## src/design/rdsc_pkg.sv

```systemverilog
`timescale 1ns / 1ps
// Shared types, constants and helpers of the radix digit string converter.
package rdsc_pkg;

	localparam int          RADIX_W       = 5;
	localparam int          DIGIT_W       = 4;
	localparam int          CHAR_W        = 8;
	localparam int          QUEUE_DEPTH   = 2;
	localparam int          QUEUE_IDX_W   = $clog2(QUEUE_DEPTH);
	localparam int          QUEUE_CNT_W   = $clog2(QUEUE_DEPTH + 1);
	localparam logic [RADIX_W-1:0] RADIX_MIN     = 5'd2;
	localparam logic [RADIX_W-1:0] RADIX_DEC_MAX = 5'd10;
	localparam logic [RADIX_W-1:0] RADIX_HEX     = 5'd16;
	localparam logic [CHAR_W-1:0]  ASCII_ZERO    = 8'd48;
	localparam logic [CHAR_W-1:0]  ASCII_LOWER_A = 8'd97;
	localparam logic [CHAR_W-1:0]  CHAR_NONE     = 8'd0;
	localparam logic [DIGIT_W-1:0] DIGIT_TEN     = 4'd10;

	// How the back end has to treat an item.
	typedef enum logic [1:0] {
		KIND_NUM,
		KIND_ZERO,
		KIND_BAD
	} rdsc_kind_t;

	typedef struct packed {
		rdsc_kind_t              kind;
		logic [RADIX_W-1:0]      radix;
	} rdsc_tag_t;

	localparam int TAG_W = $bits(rdsc_tag_t);

	typedef enum logic [1:0] {
		ST_IDLE,
		ST_CONV,
		ST_EMIT,
		ST_SPECIAL
	} rdsc_state_t;

	function automatic logic [CHAR_W-1:0] digit_to_ascii(input logic [DIGIT_W-1:0] d);
		logic [CHAR_W-1:0] ext;
		ext = {{(CHAR_W - DIGIT_W){1'b0}}, d};
		if (d < DIGIT_TEN)
			return ASCII_ZERO + ext;
		return ASCII_LOWER_A + ext - {{(CHAR_W - DIGIT_W){1'b0}}, DIGIT_TEN};
	endfunction

endpackage

```

## src/design/rdsc_front.sv

```systemverilog
`timescale 1ns / 1ps
// Front end: accepts items, masks the value and classifies it for the back end.
module rdsc_front import rdsc_pkg::*; #(
	parameter int VALUE_WIDTH = 64
) (
	input  logic                   clk,
	input  logic                   arst_n,
	input  logic                   in_valid,
	output logic                   in_ready,
	input  logic [63:0]            value,
	input  logic [RADIX_W-1:0]     radix,
	output logic                   push_valid,
	input  logic                   push_ready,
	output logic [VALUE_WIDTH-1:0] push_value,
	output rdsc_tag_t              push_tag
);

	logic                   valid_s1;
	logic [VALUE_WIDTH-1:0] value_s1;
	rdsc_tag_t              tag_s1;
	logic [VALUE_WIDTH-1:0] masked;
	logic                   radix_ok;
	rdsc_tag_t              tag_in;
	logic                   accept;

	assign masked   = value[VALUE_WIDTH-1:0];
	assign radix_ok = ((radix >= RADIX_MIN) && (radix <= RADIX_DEC_MAX)) || (radix == RADIX_HEX);
	assign accept   = in_valid && in_ready;
	assign in_ready = !valid_s1 || push_ready;

	always_comb begin
		tag_in.radix = radix;
		// A zero value prints as a single '0' even when the radix is unsupported.
		if (masked == '0)
			tag_in.kind = KIND_ZERO;
		else if (!radix_ok)
			tag_in.kind = KIND_BAD;
		else
			tag_in.kind = KIND_NUM;
	end

	always_ff @(posedge clk or negedge arst_n) begin
		if (!arst_n) begin
			valid_s1 <= 1'b0;
		end else if (accept) begin
			valid_s1 <= 1'b1;
		end else if (push_ready) begin
			valid_s1 <= 1'b0;
		end
	end

	always_ff @(posedge clk) begin
		if (accept) begin
			value_s1 <= masked;
			tag_s1   <= tag_in;
		end
	end

	assign push_valid = valid_s1;
	assign push_value = value_s1;
	assign push_tag   = tag_s1;

endmodule

```

## src/design/rdsc_queue.sv

```systemverilog
`timescale 1ns / 1ps
// Short item queue that decouples the front end from the back end.
module rdsc_queue import rdsc_pkg::*; #(
	parameter int DATA_WIDTH = 64
) (
	input  logic                  clk,
	input  logic                  arst_n,
	input  logic                  push_valid,
	output logic                  push_ready,
	input  logic [DATA_WIDTH-1:0] push_data,
	output logic                  pop_valid,
	input  logic                  pop_ready,
	output logic [DATA_WIDTH-1:0] pop_data
);

	logic [DATA_WIDTH-1:0]  mem_q [QUEUE_DEPTH];
	logic [QUEUE_IDX_W-1:0] wr_q;
	logic [QUEUE_IDX_W-1:0] rd_q;
	logic [QUEUE_CNT_W-1:0] cnt_q;
	logic                   do_push;
	logic                   do_pop;

	assign push_ready = (cnt_q != QUEUE_CNT_W'(QUEUE_DEPTH));
	assign pop_valid  = (cnt_q != '0);
	assign do_push    = push_valid && push_ready;
	assign do_pop     = pop_valid && pop_ready;
	assign pop_data   = mem_q[rd_q];

	always_ff @(posedge clk or negedge arst_n) begin
		if (!arst_n) begin
			wr_q  <= '0;
			rd_q  <= '0;
			cnt_q <= '0;
		end else begin
			if (do_push)
				wr_q <= (wr_q == QUEUE_IDX_W'(QUEUE_DEPTH - 1)) ? '0 : wr_q + 1'b1;
			if (do_pop)
				rd_q <= (rd_q == QUEUE_IDX_W'(QUEUE_DEPTH - 1)) ? '0 : rd_q + 1'b1;
			if (do_push && !do_pop)
				cnt_q <= cnt_q + 1'b1;
			else if (do_pop && !do_push)
				cnt_q <= cnt_q - 1'b1;
		end
	end

	always_ff @(posedge clk) begin
		if (do_push)
			mem_q[wr_q] <= push_data;
	end

endmodule

```

## src/design/rdsc_back.sv

```systemverilog
`timescale 1ns / 1ps
// Back end: bit-serial binary to radix conversion and most significant first digit output.
module rdsc_back import rdsc_pkg::*; #(
	parameter int VALUE_WIDTH = 64
) (
	input  logic                   clk,
	input  logic                   arst_n,
	input  logic                   pop_valid,
	output logic                   pop_ready,
	input  logic [VALUE_WIDTH-1:0] pop_value,
	input  rdsc_tag_t              pop_tag,
	output logic                   out_valid,
	input  logic                   out_ready,
	output logic [CHAR_W-1:0]      digit_char,
	output logic                   last,
	output logic                   invalid
);

	localparam int CW = $clog2(VALUE_WIDTH + 1);

	rdsc_state_t            state_q, state_d;
	logic [VALUE_WIDTH-1:0] val_q;
	logic [RADIX_W-1:0]     radix_q;
	rdsc_kind_t             kind_q;
	logic [CW-1:0]          cnt_q;
	logic [CW-1:0]          ndig_q;
	// Digit cells, index 0 is the least significant digit.
	logic [DIGIT_W-1:0]     cell_q [VALUE_WIDTH];
	logic [DIGIT_W-1:0]     cell_nxt [VALUE_WIDTH];

	logic                   ov_q;
	logic [CHAR_W-1:0]      char_q;
	logic                   last_q;
	logic                   inv_q;

	logic [DIGIT_W-1:0]     half;
	logic [VALUE_WIDTH-1:0] gen;
	logic [VALUE_WIDTH-1:0] prop;
	logic [VALUE_WIDTH-1:0] a_op;
	logic [VALUE_WIDTH:0]   sum;
	logic [VALUE_WIDTH:0]   carry;
	logic [RADIX_W-1:0]     dbl;

	logic                   out_free;
	logic                   do_pop;
	logic                   conv_step;
	logic                   shift_up;
	logic                   load_out;
	logic [CHAR_W-1:0]      load_char;
	logic                   load_last;
	logic                   load_inv;

	// Doubling a digit and adding the carry from below overflows the radix when the digit
	// is at least half the radix; for an odd radix the digit equal to the lower half
	// overflows only if a carry arrives, which makes the carries an ordinary adder chain.
	assign half = radix_q[RADIX_W-1:1];

	always_comb begin
		for (int i = 0; i < VALUE_WIDTH; i++) begin
			gen[i]  = radix_q[0] ? (cell_q[i] > half) : (cell_q[i] >= half);
			prop[i] = radix_q[0] && (cell_q[i] == half);
		end
	end

	assign a_op = gen | prop;
	assign sum  = {1'b0, a_op} + {1'b0, gen} + {{VALUE_WIDTH{1'b0}}, val_q[VALUE_WIDTH-1]};

	always_comb begin
		for (int i = 0; i < VALUE_WIDTH; i++)
			carry[i] = sum[i] ^ a_op[i] ^ gen[i];
		carry[VALUE_WIDTH] = sum[VALUE_WIDTH];
	end

	always_comb begin
		for (int i = 0; i < VALUE_WIDTH; i++) begin
			dbl         = {cell_q[i], carry[i]} - (carry[i+1] ? radix_q : '0);
			cell_nxt[i] = dbl[DIGIT_W-1:0];
		end
	end

	assign out_free  = !ov_q || out_ready;
	assign pop_ready = (state_q == ST_IDLE);
	assign do_pop    = pop_valid && pop_ready;

	always_comb begin
		state_d   = state_q;
		conv_step = 1'b0;
		shift_up  = 1'b0;
		load_out  = 1'b0;
		load_char = digit_to_ascii(cell_q[VALUE_WIDTH-1]);
		load_last = (cnt_q == CW'(1));
		load_inv  = 1'b0;
		unique case (state_q)
			ST_IDLE: begin
				if (pop_valid)
					state_d = (pop_tag.kind == KIND_NUM) ? ST_CONV : ST_SPECIAL;
			end
			ST_CONV: begin
				conv_step = 1'b1;
				if (cnt_q == CW'(1))
					state_d = ST_EMIT;
			end
			ST_EMIT: begin
				// Cells above the digit count hold leading zeros and are shifted out silently.
				if (cnt_q > ndig_q) begin
					shift_up = 1'b1;
				end else if (out_free) begin
					shift_up = 1'b1;
					load_out = 1'b1;
					if (cnt_q == CW'(1))
						state_d = ST_IDLE;
				end
			end
			ST_SPECIAL: begin
				load_char = (kind_q == KIND_ZERO) ? ASCII_ZERO : CHAR_NONE;
				load_last = 1'b1;
				load_inv  = (kind_q == KIND_BAD);
				if (out_free) begin
					load_out = 1'b1;
					state_d  = ST_IDLE;
				end
			end
			default: state_d = ST_IDLE;
		endcase
	end

	always_ff @(posedge clk or negedge arst_n) begin
		if (!arst_n) begin
			state_q <= ST_IDLE;
			cnt_q   <= '0;
			ndig_q  <= '0;
			ov_q    <= 1'b0;
		end else begin
			state_q <= state_d;
			if (do_pop) begin
				cnt_q  <= CW'(VALUE_WIDTH);
				ndig_q <= '0;
			end else if (conv_step) begin
				cnt_q  <= (cnt_q == CW'(1)) ? CW'(VALUE_WIDTH) : cnt_q - 1'b1;
				ndig_q <= ndig_q + CW'(carry[ndig_q]);
			end else if (shift_up) begin
				cnt_q <= cnt_q - 1'b1;
			end
			if (load_out)
				ov_q <= 1'b1;
			else if (out_ready)
				ov_q <= 1'b0;
		end
	end

	always_ff @(posedge clk) begin
		if (do_pop) begin
			val_q   <= pop_value;
			radix_q <= pop_tag.radix;
			kind_q  <= pop_tag.kind;
			for (int i = 0; i < VALUE_WIDTH; i++)
				cell_q[i] <= '0;
		end else if (conv_step) begin
			val_q <= {val_q[VALUE_WIDTH-2:0], 1'b0};
			for (int i = 0; i < VALUE_WIDTH; i++)
				cell_q[i] <= cell_nxt[i];
		end else if (shift_up) begin
			cell_q[0] <= '0;
			for (int i = 1; i < VALUE_WIDTH; i++)
				cell_q[i] <= cell_q[i-1];
		end
		if (load_out) begin
			char_q <= load_char;
			last_q <= load_last;
			inv_q  <= load_inv;
		end
	end

	assign out_valid  = ov_q;
	assign digit_char = char_q;
	assign last       = last_q;
	assign invalid    = inv_q;

endmodule

```

## src/design/radix_digit_string_converter_core.sv

```systemverilog
`timescale 1ns / 1ps
// Top level of the radix digit string converter.
//
// Input channel (in_valid/in_ready): one item is a value and a radix. Only the low
// VALUE_WIDTH bits of the value are converted. Radixes 2 to 10 and 16 are supported.
// Output channel (out_valid/out_ready): one item per ASCII digit, most significant
// first, no leading zeros, last set on the final digit. Hex digits are lowercase.
// A zero value gives a single '0'; a nonzero value with an unsupported radix gives a
// single item with invalid and last set and a zero character.
// The front end registers and classifies an item and passes it through a two-entry
// queue, so up to three items can be taken while the back end is busy.
// The back end converts one bit per cycle, then shifts the digit cells out one per
// cycle, pausing while the receiver stalls; it pops a new item only after the last
// character of the current one has been loaded into the output register.
// When the receiver stalls, the digit output holds and the back end waits; the queue
// fills and then in_ready drops. Reset empties the queue and clears all control state.
module radix_digit_string_converter_core import rdsc_pkg::*; #(
	parameter int VALUE_WIDTH = 64
) (
	input  logic               clk,
	input  logic               arst_n,
	input  logic               in_valid,
	output logic               in_ready,
	input  logic [63:0]        value,
	input  logic [RADIX_W-1:0] radix,
	output logic               out_valid,
	input  logic               out_ready,
	output logic [CHAR_W-1:0]  digit_char,
	output logic               last,
	output logic               invalid
);

	localparam int QW = TAG_W + VALUE_WIDTH;

	logic                   push_valid;
	logic                   push_ready;
	logic [VALUE_WIDTH-1:0] push_value;
	rdsc_tag_t              push_tag;
	logic                   pop_valid;
	logic                   pop_ready;
	logic [QW-1:0]          pop_data;
	rdsc_tag_t              pop_tag;
	logic [VALUE_WIDTH-1:0] pop_value;

	rdsc_front #(.VALUE_WIDTH(VALUE_WIDTH)) u_front (
		.clk        (clk),
		.arst_n     (arst_n),
		.in_valid   (in_valid),
		.in_ready   (in_ready),
		.value      (value),
		.radix      (radix),
		.push_valid (push_valid),
		.push_ready (push_ready),
		.push_value (push_value),
		.push_tag   (push_tag)
	);

	rdsc_queue #(.DATA_WIDTH(QW)) u_queue (
		.clk        (clk),
		.arst_n     (arst_n),
		.push_valid (push_valid),
		.push_ready (push_ready),
		.push_data  ({push_tag, push_value}),
		.pop_valid  (pop_valid),
		.pop_ready  (pop_ready),
		.pop_data   (pop_data)
	);

	assign pop_tag   = rdsc_tag_t'(pop_data[QW-1:VALUE_WIDTH]);
	assign pop_value = pop_data[VALUE_WIDTH-1:0];

	rdsc_back #(.VALUE_WIDTH(VALUE_WIDTH)) u_back (
		.clk        (clk),
		.arst_n     (arst_n),
		.pop_valid  (pop_valid),
		.pop_ready  (pop_ready),
		.pop_value  (pop_value),
		.pop_tag    (pop_tag),
		.out_valid  (out_valid),
		.out_ready  (out_ready),
		.digit_char (digit_char),
		.last       (last),
		.invalid    (invalid)
	);

`ifndef ASSERT_OFF
	a_invalid_single : assert property (@(posedge clk) disable iff (!arst_n)
		out_valid && invalid |-> last && (digit_char == CHAR_NONE))
		else $error("invalid item is not a single empty character");

	a_digit_range : assert property (@(posedge clk) disable iff (!arst_n)
		out_valid && !invalid |->
			((digit_char >= ASCII_ZERO) && (digit_char <= ASCII_ZERO + 8'd9)) ||
			((digit_char >= ASCII_LOWER_A) && (digit_char <= ASCII_LOWER_A + 8'd5)))
		else $error("digit character out of range");

	a_pop_needs_data : assert property (@(posedge clk) disable iff (!arst_n)
		pop_ready && !pop_valid |=> !out_valid || $past(out_valid))
		else $error("output raised without a queued item");
`endif

endmodule
```

## config.mk

```make
export PLATFORM = sky130hd
export DESIGN_NAME = radix_digit_string_converter_core
export DESIGN_NICKNAME = d
export VERILOG_FILES = /design/src/design/rdsc_pkg.sv /design/src/design/rdsc_front.sv /design/src/design/rdsc_queue.sv /design/src/design/rdsc_back.sv /design/src/design/radix_digit_string_converter_core.sv
export SDC_FILE = /design/constraint.sdc
export NUM_CORES = 2
export LEC_CHECK = 0
export ABC_AREA = 1
export BUFFER_PORTS_ARGS = -buffer_cell sky130_fd_sc_hd__buf_2
export CELL_PAD_IN_SITES_DETAIL_PLACEMENT = 2
export CELL_PAD_IN_SITES_GLOBAL_PLACEMENT = 2
export CORE_MARGIN = 3
export CORE_UTILIZATION = 36
export DETAILED_ROUTE_END_ITERATION = 16
export GPL_ROUTABILITY_DRIVEN = 0
export GPL_TIMING_DRIVEN = 0
export PLACE_DENSITY = 0.74
export SETUP_SLACK_MARGIN = 0.5
export SLEW_MARGIN = 20
export SYNTH_ARGS = -nofsm -noshare
export SYNTH_HDL_FRONTEND = slang
export SYNTH_SLANG_ARGS = --single-unit
```

## constraint.sdc

```tcl
create_clock -name clk -period 5.65 [get_ports clk]
set_clock_uncertainty 0.05 [all_clocks]
set_input_delay 0.565 -clock clk [delete_from_list [all_inputs] [get_ports clk]]
set_output_delay 0.565 -clock clk [all_outputs]
set_load 0.02 [all_outputs]
```

# Yosys cells after proc, flatten, opt, wreduce, memory -nomap -nowiden
# Memory sizes are Yosys's and may differ from the RTL's.
# Index checks and enable logic that the tools add are counted.
# Widths: inputs -> output; s select.
# totals
output_inout_bits,12
memories,2
regBits,174
ramBits,398
# mem_list
name,words,width,rd,rd_ports_with_merged_regs,wr,line,source
u_back.cell_q,64,4,64,0,64,rdsc_back.sv:28,logic [DIGIT_W-1:0] cell_q [VALUE_WIDTH];
u_queue.mem_q,2,71,1,0,1,rdsc_queue.sv:16,logic [DATA_WIDTH-1:0] mem_q [QUEUE_DEPTH];
# classes
n_mux,305
n_lt_le_gt_ge,133
n_eq_ne,78
addsub,75
bitwise,257
n_reduce_logical,87
# op_table
cell,n
$mux 4,192
$eq 4x4->1,64
$ge 4x4->1,64
$gt 4x4->1,64
$sub 4x4->4,64
$mux 64,2
$or 1x1->1,128
$xor 1x1->1,128
$mux 1,88
$logic_and 1x1->1,70
$add 64x64->65,1
$add 65x1->65,1
$logic_not 64->1,1
$or 64x64->64,1
$mux 7,6
$mux 8,3
$mux 2,10
$ne 2x1->1 const B,5
$reduce_bool 2->1,5
$add 7x4->8 const A,1
$lt 7x8->1 const B,1
$pmux 2 s4,1
$sub 8x4->8 const B,1
$add 6x4->7 const A,1
22 further kinds,33

# Depth between registers and ports, before layout
# An unclocked memory read counts as a cell.
# depth
depth_word,13
mapped_depth,38
ltp_nobuf,36

# Modules after synthesis
# From an unflattened synthesis, not the netlist that was laid out.
# unflattened
cells_unflattened,5378
area_unflattened_um2,43022.5
# modules_own_cells
module,seq_area_each_um2,area_each_um2,instances,cells_per_inst
rdsc_back,10515.1,35148.7,1,4830
rdsc_queue,4364.2,5416.4,1,399
rdsc_front,2157.1,2457.4,1,149

# Least setup slack after synthesis
# OpenSTA, ideal clock, no wires.
# synth_path
path_kind,register -> register
startpoint,reg u_queue.cnt_q[0]
endpoint,reg u_back.cnt_q[6]
arrival_time_ps,5857
slack_ps,-396
setup_time_ps,139
stages_incl_launch_ff,13
required_time_ps,5461
path_cell_list,dfrtp_1 inv_1 a21oi_1 nand2_1 nand2_1 nor2_1 clkinv_1 nand2_1 inv_1 nand3b_1 nor2_1 nand2_1 nand3_1
# synth_between
elab_chain_cells,3
word_cells_on_any_way,4
classes_between,mux: 1; reduce/logical: 3
# synth_lines
item,line,source
from (decl),rdsc_queue.sv:19,logic [QUEUE_CNT_W-1:0] cnt_q;
from (signal assigned),rdsc_queue.sv:40,cnt_q <= cnt_q + 1'b1;
from (signal assigned),rdsc_queue.sv:42,cnt_q <= cnt_q - 1'b1;
$reduce_bool 2->1 (*),rdsc_queue.sv:24,assign pop_valid = (cnt_q != '0);
$logic_and 1x1->1 (*),rdsc_back.sv:83,assign do_pop = pop_valid && pop_ready;
$reduce_bool 3->1 (no line) or $mux 7 (tied branches),--,
to (signal assigned),rdsc_back.sv:136,cnt_q <= CW'(VALUE_WIDTH);
to (signal assigned),rdsc_back.sv:139,cnt_q <= (cnt_q == CW'(1)) ? CW'(VALUE_WIDTH) : cnt_q - 1'b1;
to (signal assigned),rdsc_back.sv:142,cnt_q <= cnt_q - 1'b1;
to (decl),rdsc_back.sv:25,logic [CW-1:0] cnt_q;
# Mark *: on every way between the ends. The rest lies on a longest branch, timed or not.
# A chain may end at the register's enable or synchronous reset.

# Worst setup path after layout
# layout_path
startpoint,reg u_back.radix_q[2]
endpoint,reg u_back.ndig_q[6]
# layout_between
elab_chain_cells,12
word_cells_on_any_way,456
classes_between,add/sub: 3; order compare: 128; eq/ne: 64; mux: 68; bitwise: 129; reduce/logical: 64
# layout_lines
item,line,source
from (decl),rdsc_back.sv:23,logic [RADIX_W-1:0] radix_q;
from (signal assigned),rdsc_back.sv:154,radix_q <= pop_tag.radix;
"$ge 4x4->1, or another cell as far along",rdsc_back.sv:60,gen[i] = radix_q[0] ? (cell_q[i] > half) : (cell_q[i] >= half);
$mux 1 or $logic_and 1x1->1 (tied branches),"rdsc_back.sv:60, rdsc_back.sv:61",
$or 64x64->64,rdsc_back.sv:65,assign a_op = gen | prop;
$add 64x64->65,rdsc_back.sv:66,"assign sum = {1'b0, a_op} + {1'b0, gen} + {{VALUE_WIDTH{1'b0}}, val_q[VALUE_WIDTH-1]};"
$add 65x1->65,rdsc_back.sv:66,
$xor 1x1->1 (2 in a row),rdsc_back.sv:70,carry[i] = sum[i] ^ a_op[i] ^ gen[i];
$bmux 1 s7 (*),rdsc_back.sv:140,ndig_q <= ndig_q + CW'(carry[ndig_q]);
$mux 1 (implied by the code) (*),rdsc_back.sv:140,
$add 7x1->7 (*),rdsc_back.sv:140,
$mux 7 (*),rdsc_back.sv:138,end else if (conv_step) begin
$mux 7 (*),rdsc_back.sv:135,if (do_pop) begin
to (signal assigned),rdsc_back.sv:140,
to (decl),rdsc_back.sv:26,logic [CW-1:0] ndig_q;
# Mark *: on every way between the ends. The rest lies on a longest branch, timed or not. The select of a mux whose other input is x is not followed.

==> results.md <==
* Run status: completed
* Vias in the first global route at 42000
* CTS Sinks at 571
* Largest net degree at the start of global routing at slightly above 100
* Worst skew pair latency at 670 ps
* Gate power share at approximately 5.5%
* Final cell count without fillers at between 6000 and 7000
* Max Cap Viol at 0
* Yosys reg bits at 571
* Netlist Area Pre-Place at between 40000 and 50000 um2
* First-pass GRT wire length at 265000 um
* Final Cycle Share at 91.4%
* DRT Pass-1 Iters at 5
* Residual DRC at 0
* Startpoint types: flop
* Sequential-to-total area share from yosys stat at about 40%
* Synth cell count leaders: nand2_1 (1375), inv_1 (751), edfxtp_1 (549), nor2_1 (516), ha_1 (462)
* Async SR Flop Fraction at 3.85%
* Syn Nets at 5743
* Crit path DAT at 5720 ps
* Cell Int Power at 8.12 mW
* Number of flops mapped to enable cells by yosys at 549
* Unrepaired setup endpoints after global routing: true
* Drt total wl at roughly 180000 um
* Chip width at 349 um
* Root Driver: clkbuf_16
* Reg clk slew, reported paths at 60 ps
* DR iter-0 viols at 2272
* Top cells by area, synth: edfxtp_1 (39%), ha_1 (14%), nand2_1 (12%)
* Pwr Total at 10.8 mW
* Max Root-Sink Buffers at 3
* CTS H-tree depth at 3
* Placed Instances at 6777
* Die area at roughly 120000 um2
* WL per Instance at 25.6 um
* Sequential power share at just under 50%
* Ratio of cells with drive above 1 in the final layout at 12.7%
* Synth cell types at 60
* Crit path kind: flop to flop
* Slew Viols, Final at 0
* Highest-delay cell along the critical path: edfxtp_1
* Cell with the most instances after synthesis: nand2_1
* DP HPWL at 136000 um
* Syn-to-layout area delta at 18.2%
* VDD IR-drop max at 0.000355 V
* HP Class: input port to flop
* Post-synth top area share at 38.9%
* Via count at about 38000
* CP peak stage delay at 390 ps
* Initial antenna violation count at 5
* Yosys Warn Count at 0
* Core box area at 117000 um2
* Via density at 5.43
* I/O pin cnt at 85
* Switching power at 2.66 mW
* Post-synth top flop: edfxtp_1
* P_leak at 22.6 nW
* Post-synth top area cell: edfxtp_1
* PwrDens at 215 nW/um2
* CP dominant cell by count: nand2_1
* Slew @ Worst Pin at 1260 ps
* Final setup TNS at 0 ps
* Fmax at 0.194 GHz
* Switch share at 24.7%
* Clk pwr share at 45.4%
* Cell count after synthesis at 5144
* Slew Limit Headroom at between 10% and 20%
* Final hold vios at 0
* Final number of setup-violating endpoints at 0
* Required time worst endpoint at 6210 ps
* CTS Buf Count at 73
* Crit path capture type: flop
* GRT Overall Usage at slightly below 30%
* Mean Syn Cell Area at 8.24 um2
* Tmin final at 5160 ps
* CP max FO at 18
* Fin nets at 6002
* Global route overflow at 0
* Clock tree from TritonCTS: done
* PortBufs at just over 80
* Starting density of the core at 36.4%
* # rows at between 100 and 150
* Die Y at 349 um
* Post-route ant nets at 0
-- worst max-delay path, delay by kind of cell, from the launching register on --
family | cells | cell delay [ps]
buffers and inverters | 11 | 1350
AOI/OAI and AO/OA | 4 | 580
and+or+nand+nor | 18 | 2000
adders and majority gates | 3 | 670
DFF | 1 | 390
-- metal layers --
layer  up-vias  global-route usage, %  part of all wire, %
met2       757                   50.8                   49
met5         -                      0                    0
met3       254                   3.91                  4.2
met1     19400                   36.7                   43
li1      17500                      -                    -
met4         0                   8.98                  3.6
-- power groups by stage --
stage / Sequential, mW / Clock [mW] / Combinational, mW
after global placement: 5.40 / 0 / 0.394
final: 5.29 / 4.90 / 0.594
after detailed placement: 5.38 / 0 / 0.595
after global routing: 5.33 / 5.15 / 0.653
after CTS: 5.30 / 4.99 / 0.611
after floorplan: 5.35 / 0 / 0.264
-- flip-flops by register name (all words and copies together), names as in the netlist, 2 cells and up --
register            cells
u_back.state_q          2
u_queue.cnt_q           2
u_queue.mem_q         142
u_back.cnt_q            7
u_back.ndig_q           7
u_back.radix_q          5
u_front.push_tag        7
u_front.push_value     64
u_back.kind_q           2
u_back.val_q           64
u_back.digit_char       7
u_back.cell_q         256
-- through the flow --
stage | worst slack [ps] | hold slack [ps] | util [%] | instance area, um2
detailed placement | -1610 | 384 | 39.0 | 45400
global route | 146 | 11.0 | 43.0 | 50100
global placement | -3460 | 374 | 38.4 | 44700
CTS | 438 | 0.340 | 42.0 | 49000
finish | 485 | 38.2 | 43.0 | 50100
floorplan | 525 | 219 | - | 42400
-- path summary, 6_finish.rpt --
path                                             start                endpoint  slack, ps  cells past startpoint
worst max-delay path                 u_back.radix_q[2]        u_back.ndig_q[6]        490                     36
worst min-delay path                         value[20]  u_front.push_value[20]         40                      1
worst max register to register       u_back.radix_q[2]        u_back.ndig_q[6]        490                     36
worst min register to register  u_front.push_value[20]    u_queue.mem_q[1][20]        400                      0
max in group asynchronous                       arst_n        u_back.ndig_q[2]       4730                      2
min in group asynchronous                       arst_n      u_front.push_valid        380                      2
-- cells by family after synthesis --
kind of cell / count (synthesis) / synth area share (%)
other: 1 / 0.00884
and+or+nand+nor: 2248 / 21.8
DFF: 571 / 40.2
xor gates and xnor gates: 190 / 3.92
adders and majority gates: 526 / 16.7
buffers and inverters: 910 / 8.28
AOI/OAI and AO/OA: 698 / 9.13
-- layout by cell type (no fill, tap or decap), types with 18 or more instances in the layout --
cell type	instances
edfxtp_1	549
fa_1	64
nand2_2	63
buf_4	60
nor4_1	23
inv_1	734
a21oi_1	213
nor3_1	20
a31oi_1	66
nand4_1	28
o22ai_1	111
nand3_1	169
nand2_4	28
nor2_2	105
nand3_4	27
o21ai_0	213
nand2_1	1297
xor2_1	171
ha_1	456
nor2_4	51
buf_2	88
o21bai_1	33
clkbuf_16	76
dfrtp_1	22
clkbuf_1	104
inv_2	26
nor2_1	381
xnor2_1	18
o21ai_1	22
-- cell type report --
cell class | instances | area (um2)
fillers | 12900 | 66400
diodes | 2 | 5.00
plain buffers | 134 | 671
clock buffers | 92 | 1930
well taps | 1524 | 1910
multi-input cells | 3663 | 23400
repair buffers | 184 | 1690
clock inverters | 41 | 518
flip-flops and latches | 571 | 17000
inverters | 776 | 3000
-- timing repair --
item / in CTS / in global routing
pin swaps: 20 / 36
endpoints found under the hold margin: 30 / 0
gates resized for setup: 197 / 241
setup endpoints to repair: 237 / 54
buffers inserted: 28 / 35
hold buffers: 9 / 0
cloned: 2 / 0
Note: power is estimated with default switching activity, not from simulation.
